$ cat src/design/sjc_pkg.sv
// Shared types and constants for the Shift_JIS to EUC-JP converter.
// No dependencies; imported by every module of the block.
`default_nettype none

package sjc_pkg;

   localparam int unsigned QUEUE_DEPTH_DEFAULT = 4;

   localparam logic [7:0] KANA_LOW_EXCL  = 8'hA0;
   localparam logic [7:0] KANA_HIGH_EXCL = 8'hE0;
   localparam logic [7:0] KANA_PREFIX    = 8'h8E;
   localparam logic [7:0] ASCII_MAX      = 8'h7F;
   localparam logic [7:0] LEAD_SPLIT     = 8'h9F;
   localparam logic [7:0] LEAD_OFS_LOW   = 8'h71;
   localparam logic [7:0] LEAD_OFS_HIGH  = 8'hB1;
   localparam logic [7:0] TRAIL_SPLIT    = 8'h9E;
   localparam logic [7:0] TRAIL_OFS_HIGH = 8'h7D;
   localparam logic [7:0] TRAIL_OFS_LOW  = 8'h1F;
   localparam logic [7:0] HIGH_BIT       = 8'h80;

   typedef struct packed {
      logic [7:0] in_byte;
      logic       in_last;
   } req_type;

   typedef struct packed {
      logic [7:0] out_byte;
      logic       run_last;
      logic       string_end;
      logic       truncated;
   } rsp_type;

   // One queued command: one or two output bytes for a single input beat.
   typedef struct packed {
      logic [7:0] first_byte;
      logic [7:0] second_byte;
      logic       two_bytes;
      logic       last;
      logic       trunc;
   } cmd_type;

   typedef struct packed {
      logic full;
      logic empty;
   } queue_status_type;

endpackage

`default_nettype wire

$ cat src/design/sjc_front.sv
// Front end: accepts input beats, tracks the pending lead byte and
// builds output commands. Depends on sjc_pkg.
`default_nettype none

module sjc_front
   import sjc_pkg::*;
(
   input  wire logic    clock,
   input  wire logic    reset,
   input  wire logic    accept,
   input  wire req_type req,
   output logic         push,
   output cmd_type      cmd
);

   logic       lead_pending_ff, lead_pending_in;
   logic [7:0] lead_value_ff, lead_value_in;
   logic [7:0] h_sub, h_dbl, l_dec, trail_out, lead_out;
   logic       is_kana, is_high;

   // Double-byte rearrangement of the held lead and the arriving trail.
   always_comb begin
      h_sub = lead_value_ff - ((lead_value_ff <= LEAD_SPLIT) ? LEAD_OFS_LOW : LEAD_OFS_HIGH);
      h_dbl = {h_sub[6:0], 1'b1};
      l_dec = (req.in_byte > ASCII_MAX) ? req.in_byte - 8'd1 : req.in_byte;
      if (l_dec >= TRAIL_SPLIT) begin
         trail_out = l_dec - TRAIL_OFS_HIGH;
         lead_out  = h_dbl + 8'd1;
      end else begin
         trail_out = l_dec - TRAIL_OFS_LOW;
         lead_out  = h_dbl;
      end
   end

   assign is_kana = (req.in_byte > KANA_LOW_EXCL) && (req.in_byte < KANA_HIGH_EXCL);
   assign is_high = req.in_byte > ASCII_MAX;

   always_comb begin
      lead_pending_in = lead_pending_ff;
      lead_value_in   = lead_value_ff;
      push            = 1'b0;
      cmd.first_byte  = req.in_byte;
      cmd.second_byte = req.in_byte;
      cmd.two_bytes   = 1'b0;
      cmd.last        = req.in_last;
      cmd.trunc       = 1'b0;
      if (accept) begin
         if (lead_pending_ff) begin
            push            = 1'b1;
            cmd.first_byte  = lead_out | HIGH_BIT;
            cmd.second_byte = trail_out | HIGH_BIT;
            cmd.two_bytes   = 1'b1;
            lead_pending_in = 1'b0;
            lead_value_in   = 8'd0;
         end else if (is_kana) begin
            push           = 1'b1;
            cmd.first_byte = KANA_PREFIX;
            cmd.two_bytes  = 1'b1;
         end else if (is_high) begin
            if (req.in_last) begin
               // A lead byte at the end of the string has no trail to pair with.
               push           = 1'b1;
               cmd.first_byte = 8'd0;
               cmd.trunc      = 1'b1;
            end else begin
               lead_pending_in = 1'b1;
               lead_value_in   = req.in_byte;
            end
         end else begin
            push = 1'b1;
         end
      end
   end

   always_ff @(posedge clock) begin
      if (reset) begin
         lead_pending_ff <= 1'b0;
         lead_value_ff   <= 8'd0;
      end else begin
         lead_pending_ff <= lead_pending_in;
         lead_value_ff   <= lead_value_in;
      end
   end

endmodule

`default_nettype wire

$ cat src/design/sjc_queue.sv
// Short command queue between the front and back ends.
// Depends on sjc_pkg.
`default_nettype none

module sjc_queue
   import sjc_pkg::*;
#(
   parameter int unsigned DEPTH = QUEUE_DEPTH_DEFAULT
)(
   input  wire logic    clock,
   input  wire logic    reset,
   input  wire logic    push,
   input  wire cmd_type push_cmd,
   input  wire logic    pop,
   output cmd_type      head_cmd,
   output queue_status_type status
);

   localparam int unsigned PTR_W = (DEPTH > 1) ? $clog2(DEPTH) : 1;
   localparam int unsigned CNT_W = $clog2(DEPTH + 1);
   localparam logic [PTR_W-1:0] PTR_MAX = PTR_W'(DEPTH - 1);
   localparam logic [CNT_W-1:0] CNT_MAX = CNT_W'(DEPTH);

   cmd_type          slots_ff [DEPTH];
   logic [PTR_W-1:0] wr_ptr_ff, wr_ptr_in, rd_ptr_ff, rd_ptr_in;
   logic [CNT_W-1:0] count_ff, count_in;

   always_comb begin
      wr_ptr_in = wr_ptr_ff;
      rd_ptr_in = rd_ptr_ff;
      count_in  = count_ff;
      if (push) begin
         wr_ptr_in = (wr_ptr_ff == PTR_MAX) ? '0 : wr_ptr_ff + PTR_W'(1);
      end
      if (pop) begin
         rd_ptr_in = (rd_ptr_ff == PTR_MAX) ? '0 : rd_ptr_ff + PTR_W'(1);
      end
      if (push && !pop) begin
         count_in = count_ff + CNT_W'(1);
      end else if (pop && !push) begin
         count_in = count_ff - CNT_W'(1);
      end
   end

   always_ff @(posedge clock) begin
      if (reset) begin
         wr_ptr_ff <= '0;
         rd_ptr_ff <= '0;
         count_ff  <= '0;
      end else begin
         wr_ptr_ff <= wr_ptr_in;
         rd_ptr_ff <= rd_ptr_in;
         count_ff  <= count_in;
      end
   end

   always_ff @(posedge clock) begin
      if (push) begin
         slots_ff[wr_ptr_ff] <= push_cmd;
      end
   end

   assign head_cmd     = slots_ff[rd_ptr_ff];
   assign status.full  = (count_ff == CNT_MAX);
   assign status.empty = (count_ff == '0);

endmodule

`default_nettype wire

$ cat src/design/sjc_back.sv
// Back end: takes commands from the queue and sends one output beat per cycle
// while rsp_stall is low, from a held command register. Depends on sjc_pkg.
`default_nettype none

module sjc_back
   import sjc_pkg::*;
(
   input  wire logic    clock,
   input  wire logic    reset,
   input  wire cmd_type head_cmd,
   input  wire logic    queue_empty,
   output logic         pop,
   output logic         rsp_valid,
   input  wire logic    rsp_stall,
   output rsp_type      rsp_payload
);

   cmd_type cur_ff;
   logic    cur_valid_ff, cur_valid_in;
   logic    phase_ff, phase_in;
   logic    final_beat, beat_done;

   assign final_beat = !cur_ff.two_bytes || phase_ff;
   assign beat_done  = cur_valid_ff && !rsp_stall;

   // A new command loads when nothing is held or the held one sends its final beat.
   assign pop = !queue_empty && (!cur_valid_ff || (beat_done && final_beat));

   always_comb begin
      cur_valid_in = cur_valid_ff;
      phase_in     = phase_ff;
      if (pop) begin
         cur_valid_in = 1'b1;
         phase_in     = 1'b0;
      end else if (beat_done) begin
         if (final_beat) begin
            cur_valid_in = 1'b0;
            phase_in     = 1'b0;
         end else begin
            phase_in = 1'b1;
         end
      end
   end

   always_ff @(posedge clock) begin
      if (reset) begin
         cur_valid_ff <= 1'b0;
         phase_ff     <= 1'b0;
      end else begin
         cur_valid_ff <= cur_valid_in;
         phase_ff     <= phase_in;
      end
   end

   always_ff @(posedge clock) begin
      if (pop) begin
         cur_ff <= head_cmd;
      end
   end

   assign rsp_valid              = cur_valid_ff;
   assign rsp_payload.out_byte   = phase_ff ? cur_ff.second_byte : cur_ff.first_byte;
   assign rsp_payload.run_last   = final_beat;
   assign rsp_payload.string_end = final_beat && cur_ff.last;
   assign rsp_payload.truncated  = cur_ff.trunc;

endmodule

`default_nettype wire

$ cat src/design/sjis_to_eucjp_converter.sv
// Shift_JIS to EUC-JP converter: request channel of Shift_JIS bytes in,
// response channel of EUC-JP bytes out. Uses sjc_pkg and the sjc_* modules.
//
// Usage:
//   req_* carries one Shift_JIS byte per beat with in_last on the final
//   byte of a string. rsp_* returns EUC-JP bytes, each flagged with
//   run_last (last byte caused by that input), string_end and truncated.
//   A beat moves when valid is high and stall is low.
// Timing: the command queue is written at the edge that accepts the
//   request beat, and the output command register then loads from the
//   queue head once it is free; response beats come from that register.
// Throughput: a request beat is taken every cycle while the command queue
//   has room. The response side sends one beat per cycle while rsp_stall is
//   low. Half-width kana give two response beats per input byte, a
//   double-byte pair two and ASCII one; a lead byte without last produces
//   nothing until its trail. The output register limits sustained rate.
// Stall: rsp_stall holds the current response beat; the queue (QUEUE_DEPTH
//   commands) keeps absorbing requests until full, then req_stall rises.
// Reset: synchronous and active high; clears the pending lead byte, the
//   queue counters and the output valid flags. No clearing pass is needed.
`default_nettype none

module sjis_to_eucjp_converter
   import sjc_pkg::*;
#(
   parameter int unsigned QUEUE_DEPTH = QUEUE_DEPTH_DEFAULT
)(
   input  wire logic    clock,
   input  wire logic    reset,
   input  wire logic    req_valid,
   output logic         req_stall,
   input  wire req_type req_payload,
   output logic         rsp_valid,
   input  wire logic    rsp_stall,
   output rsp_type      rsp_payload
);

   logic             req_accept;
   logic             push;
   logic             pop;
   cmd_type          push_cmd;
   cmd_type          head_cmd;
   queue_status_type queue_status;

   assign req_stall  = queue_status.full;
   assign req_accept = req_valid && !req_stall;

   sjc_front u_front (
      .clock  (clock),
      .reset  (reset),
      .accept (req_accept),
      .req    (req_payload),
      .push   (push),
      .cmd    (push_cmd)
   );

   sjc_queue #(
      .DEPTH (QUEUE_DEPTH)
   ) u_queue (
      .clock    (clock),
      .reset    (reset),
      .push     (push),
      .push_cmd (push_cmd),
      .pop      (pop),
      .head_cmd (head_cmd),
      .status   (queue_status)
   );

   sjc_back u_back (
      .clock       (clock),
      .reset       (reset),
      .head_cmd    (head_cmd),
      .queue_empty (queue_status.empty),
      .pop         (pop),
      .rsp_valid   (rsp_valid),
      .rsp_stall   (rsp_stall),
      .rsp_payload (rsp_payload)
   );

`ifndef SYNTHESIS
   // The queue can never report full and empty together.
   assert property (@(posedge clock) disable iff (reset)
      !(queue_status.full && queue_status.empty))
      else $error("queue reports full and empty together");

   // Nothing is offered on the response side in the cycle after reset.
   assert property (@(posedge clock) reset |=> !rsp_valid)
      else $error("response valid right after reset");

   // A truncation beat is a lone zero byte that ends its string.
   assert property (@(posedge clock) disable iff (reset)
      (rsp_valid && rsp_payload.truncated) |->
         (rsp_payload.out_byte == 8'd0 && rsp_payload.run_last && rsp_payload.string_end))
      else $error("malformed truncation beat");

   // A string can only end on the last beat of its input byte.
   assert property (@(posedge clock) disable iff (reset)
      (rsp_valid && rsp_payload.string_end) |-> rsp_payload.run_last)
      else $error("string end without run last");
`endif

endmodule

`default_nettype wire

$ cat config.mk
export PLATFORM = sky130hd
export DESIGN_NAME = sjis_to_eucjp_converter
export DESIGN_NICKNAME = d
export VERILOG_FILES = /design/src/design/sjc_pkg.sv /design/src/design/sjc_front.sv /design/src/design/sjc_queue.sv /design/src/design/sjc_back.sv /design/src/design/sjis_to_eucjp_converter.sv
export SDC_FILE = /design/constraint.sdc
export NUM_CORES = 1
export LEC_CHECK = 0
export BUFFER_PORTS_ARGS = -buffer_cell sky130_fd_sc_hd__buf_2
export CAP_MARGIN = 10
export CORE_ASPECT_RATIO = 1.5
export CORE_MARGIN = 1.5
export CORE_UTILIZATION = 55
export CTS_BUF_LIST = sky130_fd_sc_hd__clkbuf_4 sky130_fd_sc_hd__clkbuf_8
export DETAILED_ROUTE_END_ITERATION = 6
export PLACE_DENSITY_LB_ADDON = 0.25
export SYNTH_ARGS = -nofsm -noshare
export SYNTH_HDL_FRONTEND = slang
export SYNTH_HIERARCHICAL = 1
export SYNTH_SLANG_ARGS = --single-unit
$ cat constraint.sdc
create_clock -name clock -period 6.5 [get_ports clock]
set_clock_uncertainty 0.1 [all_clocks]
set_input_delay 0.325 -clock clock [delete_from_list [all_inputs] [get_ports clock]]
set_output_delay 0.325 -clock clock [all_outputs]
set_load 0.01 [all_outputs]
==> results.sh, run 1 <==
export IMPL_run_status="finished, final reports clean"
export IMPL_synth_ff_type="sky130_fd_sc_hd__edfxtp_1"
export IMPL_remaining_design_rule_violation_count=0
export IMPL_placementRows=43
export IMPL_yosysMostFrequentCell="sky130_fd_sc_hd__edfxtp_1"
export IMPL_antenna_cells_inserted=0
export IMPL_drt_iter0_markers=254
export IMPL_regToRegEndpoint="u_queue/count_ff[2]"
export IMPL_coreArea_sq_mm=0.00936
export IMPL_global_route_overflow_total=0
export IMPL_regToRegSetupSlack_ns=3.39
export IMPL_power_per_cell_area_mw_per_mm2=383
export IMPL_synth_distinct_cells=66
export IMPL_timing_rr_start="u_back/phase_ff"
export IMPL_timing_critical_path_from_type="input pin"
export IMPL_count_of_input_and_output_buffers=25
export IMPL_tritoncts="yes"
export IMPL_post_synth_instance_area_sq_mm=0.00535
export IMPL_final_min_clock_period_ns=3.63
export IMPL_full_die_area_sq_mm=0.0103
export IMPL_synthDominantCellAreaShare=0.533
export IMPL_initial_antenna_violation_count=0
export IMPL_cellInternalPower_mw=1.65
export IMPL_timing_critical_path_required_ns=6.54
export IMPL_setup_violations=0
export IMPL_detail_route_wirelength_microns=9840
export IMPL_timing_critical_path_cells="buf_2, inv_1, ha_1, or3b_1, mux2i_1, o211a_1, nand2_1, nand2_2, inv_2, fa_1, nand2b_1, a21oi_1, a2bb2oi_1, xnor2_1, mux2i_1, o22ai_1"
export IMPL_power_leakage_nw=2.12
export IMPL_critical_path_slowest_cell="sky130_fd_sc_hd__fa_1"
export IMPL_cts_num_sinks=113
export IMPL_synth_top_cell_by_area="sky130_fd_sc_hd__edfxtp_1"
export IMPL_routed_wire_length_per_instance_microns=18.9
export IMPL_cts_max_level=4
export IMPL_grtUsageTotal=0.215
export IMPL_cts_hold_buffers=0
export IMPL_switching_share=0.270
export IMPL_synth_yosys_warnings=6
export IMPL_clockBufferDepth=2
export IMPL_seq_area_sq_mm=0.00321
export IMPL_synth_area_leaders="sky130_fd_sc_hd__edfxtp_1, sky130_fd_sc_hd__dfxtp_1, sky130_fd_sc_hd__mux4_1"
export IMPL_critPathKind="input pin to flop"
export IMPL_power_share_sequential=0.458
export IMPL_busiest_layer="met2"
export IMPL_start_util=0.571
export IMPL_tightestPinTransition_ns=1.02
export IMPL_clock_insertion_delay_worst_skew_ns=0.42
export IMPL_synth_cells_most_frequent="sky130_fd_sc_hd__edfxtp_1, sky130_fd_sc_hd__nand2_1, sky130_fd_sc_hd__nor2_1, sky130_fd_sc_hd__dfxtp_1, sky130_fd_sc_hd__inv_1"
export IMPL_hold_depth=1
export IMPL_drt_pass1_iterations=5
export IMPL_post_cts_resized_instances=0
export IMPL_layout_drive_gt1_share=0.195
export IMPL_hold_violations=0
export IMPL_grt_start_max_net_pins=23
export IMPL_dp_cells=490
export IMPL_synth_seq_cells=113
export IMPL_drv_max_cap_violation_count=0
export IMPL_hold_path_endpoint="u_queue/slots_ff[0][1]"
export IMPL_syn_avg_cell_area_sq_um=14.3
export IMPL_globalRouteMet1Util=0.234
export IMPL_route_detailed_vias_per_inst=5.93
export IMPL_drt_antenna_violating_nets=0
export IMPL_global_route_wire_length_before_repair_microns=16500
export IMPL_max_clk_rate_mhz=276
export IMPL_async_reset_ff_frac=0
export IMPL_stdcell_count=522
export IMPL_clk_transition_reported_paths_ns=0.06
export IMPL_clkPwrFrac=0.308
export IMPL_cts_buffers=17
export IMPL_timing_hold_worst_start="req_payload[0]"
export IMPL_min_period_over_period=0.558
export IMPL_combPwrFrac=0.234
export IMPL_critical_path_max_stage_delay_ns=0.47
export IMPL_detailedPlacementHpwl_microns=6870
export IMPL_via_count=3094
export IMPL_synth_yosys_seq_area_share=0.601
export IMPL_timing_max_transition_violations_final=0
export IMPL_count_of_flip_flops_with_a_built_in_enable_after_synthesis=95
export IMPL_hp_class="input pin to flop"
export IMPL_grt_setup_unrepaired="no"
export IMPL_slew_headroom=0.323
export IMPL_end_kind="flop"
export IMPL_multi_input_area_sq_mm=0.00193
export IMPL_max_vdd_ir_drop_v=0.000276
export IMPL_final_net_count=423
export IMPL_post_cts_buffers=0
export IMPL_synthesis_nets=401
export IMPL_worstRegToRegCells=10
export IMPL_ioPinCount=26
export IMPL_gr_usage_met2=0.392
export IMPL_grtUsageMet3=0.0510
export IMPL_area_growth_syn_to_layout_pct=10.4
export IMPL_most_frequent_cell_on_critical_path="sky130_fd_sc_hd__mux2i_1"
export IMPL_worst_path_max_fanout=15
export IMPL_dieHeight_microns=124
export IMPL_die_width_microns=83.5
export IMPL_cp_arrival_ns=3.67
export IMPL_grt_pass1_vias=3277
export IMPL_routabilityCongestion=0.877
export IMPL_layout_filler_cells=730
export IMPL_net_switching_power_mw=0.611
export IMPL_final_setup_tns_ns=0
export IMPL_synthesis_instances=375
export IMPL_clock_tree_root_cell="sky130_fd_sc_hd__clkbuf_8"
[power groups by stage]
| stage | Sequential, mW | Clock, mW | Combinational, mW |
|---|---|---|---|
| 3_5_place_dp | 1.06 | 0 | 0.535 |
| 6_report | 1.04 | 0.695 | 0.529 |
| 4_1_cts | 1.04 | 0.708 | 0.536 |
| 2_1_floorplan | 1.01 | 0 | 0.446 |
| 5_1_grt | 1.05 | 0.744 | 0.588 |
| 3_3_place_gp | 1.05 | 0 | 0.521 |
[cells by family (layout without fill, tap and decap cells)]
kind of cell / Yosys count / count (layout) / synth area share
flip-flops: 113 / 113 / 0.601
AND/OR/NAND/NOR: 100 / 100 / 0.104
AO/OA/AOI/OAI: 54 / 54 / 0.0695
multiplexers: 39 / 39 / 0.127
buffers and inverters: 39 / 74 / 0.0379
XOR/XNOR: 17 / 17 / 0.0278
adder cells (fa/ha/maj): 13 / 13 / 0.0332
[flip-flops by register name (all words and copies together) (netlist names), named ones only]
signal                   cells
u_front/lead_pending_ff      1
u_queue/count_ff             3
u_back/phase_ff              1
u_queue/wr_ptr_ff            2
u_back/cur_ff               18
u_queue/rd_ptr_ff            2
u_back/rsp_valid             1
u_front/lead_value_ff        6
u_queue/slots_ff            76
u_back/rsp_payload           1
[metal layers]
layer  wire length [microns]  part of all wire
met2                    5280              0.54
met5                       0                 0
met1                    3760              0.38
met3                     438             0.045
met4                     361             0.037
[stage by stage]
step                      total power [mW]  hold slack [ns]  instance area, sq um   util  setup slack [ns]
final                                 2.26            0.119                  5900  0.631              2.87
after global routing                  2.38           0.0844                  5900  0.631              2.62
after CTS                             2.28           0.0888                  5900  0.631              2.91
after detailed placement              1.59            0.401                  5480  0.585              2.47
after global placement                1.57            0.383                  5480  0.585              2.58
after floorplan                       1.46            0.294                  5350      -              2.87
[worst max-delay path by stage]
stage / startpoint / endpoint / slack [ns] / cells past startpoint
after global placement: req_payload[1] / u_queue/slots_ff[0][9] / 2.58 / 16
after floorplan: req_payload[1] / u_queue/slots_ff[0][9] / 2.87 / 17
after CTS: req_payload[1] / u_queue/slots_ff[0][9] / 2.91 / 16
final: req_payload[1] / u_queue/slots_ff[3][9] / 2.87 / 16
after detailed placement: req_payload[1] / u_queue/slots_ff[0][9] / 2.47 / 16
after global routing: req_payload[1] / u_queue/slots_ff[3][9] / 2.62 / 16
[worst max-delay path: cells and delay by family]
kind / cells / cell delay (ns)
multiplexers: 2 / 0.43
AND/OR/NAND/NOR: 4 / 0.74
XOR/XNOR: 1 / 0.23
AO/OA/AOI/OAI: 4 / 0.68
adder cells (fa/ha/maj): 2 / 0.83
buffers and inverters: 3 / 0.43
[final cells by class]
class | count | area share
multi-input combinational | 223 | 0.327
clock inverter | 12 | 0.0278
inverter | 16 | 0.0102
timing repair buffer | 26 | 0.0225
sequential | 113 | 0.544
clock buffer | 20 | 0.0445
tap | 112 | 0.0237
[cells in the final DEF, fill, tap and decap left out, types with 3 or more instances in the layout]
cell	netlist	final
sky130_fd_sc_hd__and2_1	6	6
sky130_fd_sc_hd__nand3_1	9	9
sky130_fd_sc_hd__dfxtp_1	18	18
sky130_fd_sc_hd__mux4_1	9	9
sky130_fd_sc_hd__nand2_1	23	23
sky130_fd_sc_hd__ha_1	11	11
sky130_fd_sc_hd__o211ai_1	3	3
sky130_fd_sc_hd__nor3b_1	4	4
sky130_fd_sc_hd__inv_1	14	14
sky130_fd_sc_hd__o22ai_1	4	4
sky130_fd_sc_hd__nor2_1	23	23
sky130_fd_sc_hd__a22oi_1	4	4
sky130_fd_sc_hd__nand3b_1	3	3
sky130_fd_sc_hd__clkinv_2	0	5
sky130_fd_sc_hd__mux2_1	8	8
sky130_fd_sc_hd__edfxtp_1	95	95
sky130_fd_sc_hd__bufinv_16	0	4
sky130_fd_sc_hd__nand2b_1	5	5
sky130_fd_sc_hd__xor2_1	8	8
sky130_fd_sc_hd__clkbuf_8	0	18
sky130_fd_sc_hd__nor3_1	6	6
sky130_fd_sc_hd__buf_2	5	25
sky130_fd_sc_hd__mux2i_1	10	10
sky130_fd_sc_hd__or3_1	3	3
sky130_fd_sc_hd__a21oi_1	9	9
sky130_fd_sc_hd__o21ai_0	10	10
sky130_fd_sc_hd__mux4_2	10	10
sky130_fd_sc_hd__xnor2_1	9	9
(Power assumes the default switching activity.)
==> inputs of run 2 (changes only) <==
==> constraint.sdc (replaced) <==
create_clock -name clock -period 3.24 [get_ports clock]
set_clock_uncertainty 0.1 [all_clocks]
set_input_delay 0.162 -clock clock [delete_from_list [all_inputs] [get_ports clock]]
set_output_delay 0.162 -clock clock [all_outputs]
set_load 0.01 [all_outputs]
==> results.sh, run 2 (synthesis gave the netlist of run 1 again) <==
export IMPL_timing_critical_path_from_type="input pin"
export IMPL_count_of_input_and_output_buffers=25
export IMPL_cellInternalPower_mw=3.44
export IMPL_cts_buffers=17
export IMPL_cp_arrival_ns=2.95
export IMPL_combPwrFrac=0.239
export IMPL_max_vdd_ir_drop_v=0.000487
export IMPL_detailedPlacementHpwl_microns=6960
export IMPL_power_leakage_nw=2.26
export IMPL_largest_register="u_queue/slots_ff"
export IMPL_clock_tree_root_cell="sky130_fd_sc_hd__clkbuf_8"
export IMPL_full_die_area_sq_mm=0.0103
export IMPL_clkPwrFrac=0.322
export IMPL_grtUsageTotal=0.217
export IMPL_final_net_count=449
export IMPL_die_width_microns=83.5
export IMPL_power_per_cell_area_mw_per_mm2=762
export IMPL_grt_setup_unrepaired="no"
export IMPL_net_switching_power_mw=1.27
export IMPL_final_min_clock_period_ns=2.91
export IMPL_drt_antenna_violating_nets=0
export IMPL_critical_path_slowest_cell="sky130_fd_sc_hd__or3b_1"
export IMPL_commonest_cells_after_routing_fill_and_taps_aside="sky130_fd_sc_hd__edfxtp_1, sky130_fd_sc_hd__buf_2, sky130_fd_sc_hd__buf_4, sky130_fd_sc_hd__nor2_1, sky130_fd_sc_hd__nand2_1"
export IMPL_slew_headroom=0.447
export IMPL_remaining_design_rule_violation_count=0
export IMPL_via_count=3277
export IMPL_worst_path_max_fanout=4
export IMPL_timing_max_transition_violations_final=0
export IMPL_layout_filler_cells=710
export IMPL_global_route_overflow_total=0
export IMPL_most_frequent_cell_on_critical_path="sky130_fd_sc_hd__mux2i_1"
export IMPL_coreArea_sq_mm=0.00936
export IMPL_drt_iter0_markers=207
export IMPL_power_share_sequential=0.439
export IMPL_route_detailed_vias_per_inst=5.98
export IMPL_area_growth_syn_to_layout_pct=15.5
export IMPL_placementRows=43
export IMPL_clockBufferDepth=2
export IMPL_layout_drive_gt1_share=0.250
export IMPL_multi_input_area_sq_mm=0.00195
export IMPL_ioPinCount=26
export IMPL_mostFrequentLayoutCell="sky130_fd_sc_hd__edfxtp_1"
export IMPL_clk_transition_reported_paths_ns=0.07
export IMPL_routabilityCongestion=0.920
export IMPL_drv_max_cap_violation_count=0
export IMPL_end_kind="flop"
export IMPL_setup_violations=0
export IMPL_hold_violations=0
export IMPL_grt_start_max_net_pins=22
export IMPL_hp_class="input pin to flop"
export IMPL_total_power_mw=4.71
export IMPL_start_util=0.571
export IMPL_routed_wire_length_per_instance_microns=18.7
export IMPL_antenna_cells_inserted=0
export IMPL_cts_num_sinks=113
export IMPL_cts_max_level=4
export IMPL_seq_area_sq_mm=0.00321
export IMPL_switching_share=0.269
export IMPL_largest_registers="u_queue/slots_ff (76), u_back/cur_ff (18), u_front/lead_value_ff (6)"
export IMPL_final_setup_tns_ns=0
export IMPL_timing_critical_path_cells="buf_2, inv_1, ha_2, or3b_1, mux2i_1, o211a_1, nand2_1, nand2_2, inv_2, fa_2, nand2b_4, a21oi_2, a2bb2oi_2, xnor2_1, mux2i_1, o22ai_1"
export IMPL_run_status="finished, final reports clean"
export IMPL_largest_reg_flops=76
export IMPL_tightestPinTransition_ns=0.828
export IMPL_drt_pass1_iterations=5
export IMPL_dieHeight_microns=124
export IMPL_timing_critical_path_required_ns=3.28
export IMPL_global_route_wire_length_before_repair_microns=16600
export IMPL_min_period_over_period=0.899
export IMPL_max_clk_rate_mhz=343
export IMPL_clock_insertion_delay_worst_skew_ns=0.42
export IMPL_postLayoutCellArea_sq_mm=0.00618
export IMPL_tritoncts="yes"
export IMPL_detail_route_wirelength_microns=10300
export IMPL_critical_path_max_stage_delay_ns=0.38
export IMPL_critPathKind="input pin to flop"
export IMPL_grt_pass1_vias=3333
export IMPL_initial_antenna_violation_count=0
export IMPL_placedInstanceArea_sq_mm=0.00567
-- run 2: changes by cell type in the layout (fill, tap and decap cells not counted), moves of 2 or more --
cell | before | now
sky130_fd_sc_hd__buf_4 | 1 | 23
sky130_fd_sc_hd__clkbuf_4 | 2 | 0
sky130_fd_sc_hd__clkinv_2 | 5 | 2
sky130_fd_sc_hd__clkinv_4 | 0 | 3
sky130_fd_sc_hd__dlygate4sd3_1 | 0 | 4
-- run 2: area by class of cell --
class,count,area share
clock buffers,19,0.0423
clock inverters,13,0.0338
inverters,16,0.00972
multi-input cells,223,0.316
flip-flops and latches,113,0.520
well taps,112,0.0227
repair buffers,52,0.0547
-- run 2: worst max-delay path: cells and delay by family --
kind	cells	cell delay (ns)
buf+inv	3	0.23
mux	2	0.44
xor+xnor	1	0.21
simple gates	4	0.68
compound gates	4	0.66
fa+ha+maj	2	0.56
-- run 2: metal layers --
| layer | up-vias | track usage | wire (microns) |
|---|---|---|---|
| li1 | 1530 | - | - |
| met1 | 1618 | 0.236 | 4090 |
| met2 | 98 | 0.381 | 5350 |
| met3 | 31 | 0.0656 | 433 |
| met4 | 0 | 0.122 | 376 |
| met5 | - | 0 | 0 |
-- run 2: per-stage QoR --
stage	hold slack [ns]	utilization	worst slack [ns]	cells
final	0.105	0.660	0.326	548
after global routing	0.0801	0.660	0.195	548
after CTS	0.0679	0.660	0.365	548
after detailed placement	0.362	0.605	-0.0784	512
after global placement	0.352	0.605	0.0495	512
after floorplan	0.131	-	0.00955	375
-- run 2: power by group through the flow --
stage,sequential [mW],combinational [mW],clock [mW]
after global placement,2.09,1.09,0
final,2.07,1.13,1.51
after detailed placement,2.10,1.13,0
after floorplan,2.03,0.902,0
after CTS,2.08,1.14,1.55
after global routing,2.10,1.23,1.61
-- run 2: what timing repair did --
action | in CTS | in global routing
hold buffers | 4 | 0
buffers inserted | 0 | 0
gates resized for setup | 0 | 0
hold endpoints to repair | 18 | 0
-- run 2: worst paths after layout --
kind | startpoint | endpoint | slack [ns] | cells after the start
max reg2reg | u_queue/count_ff[0] | u_queue/count_ff[2] | 0.58 | 10
min reg2reg | u_queue/count_ff[2] | u_queue/count_ff[2] | 0.40 | 2
min | req_payload[6] | u_front/lead_value_ff[5] | 0.10 | 3
max | req_payload[2] | u_queue/slots_ff[2][9] | 0.33 | 16
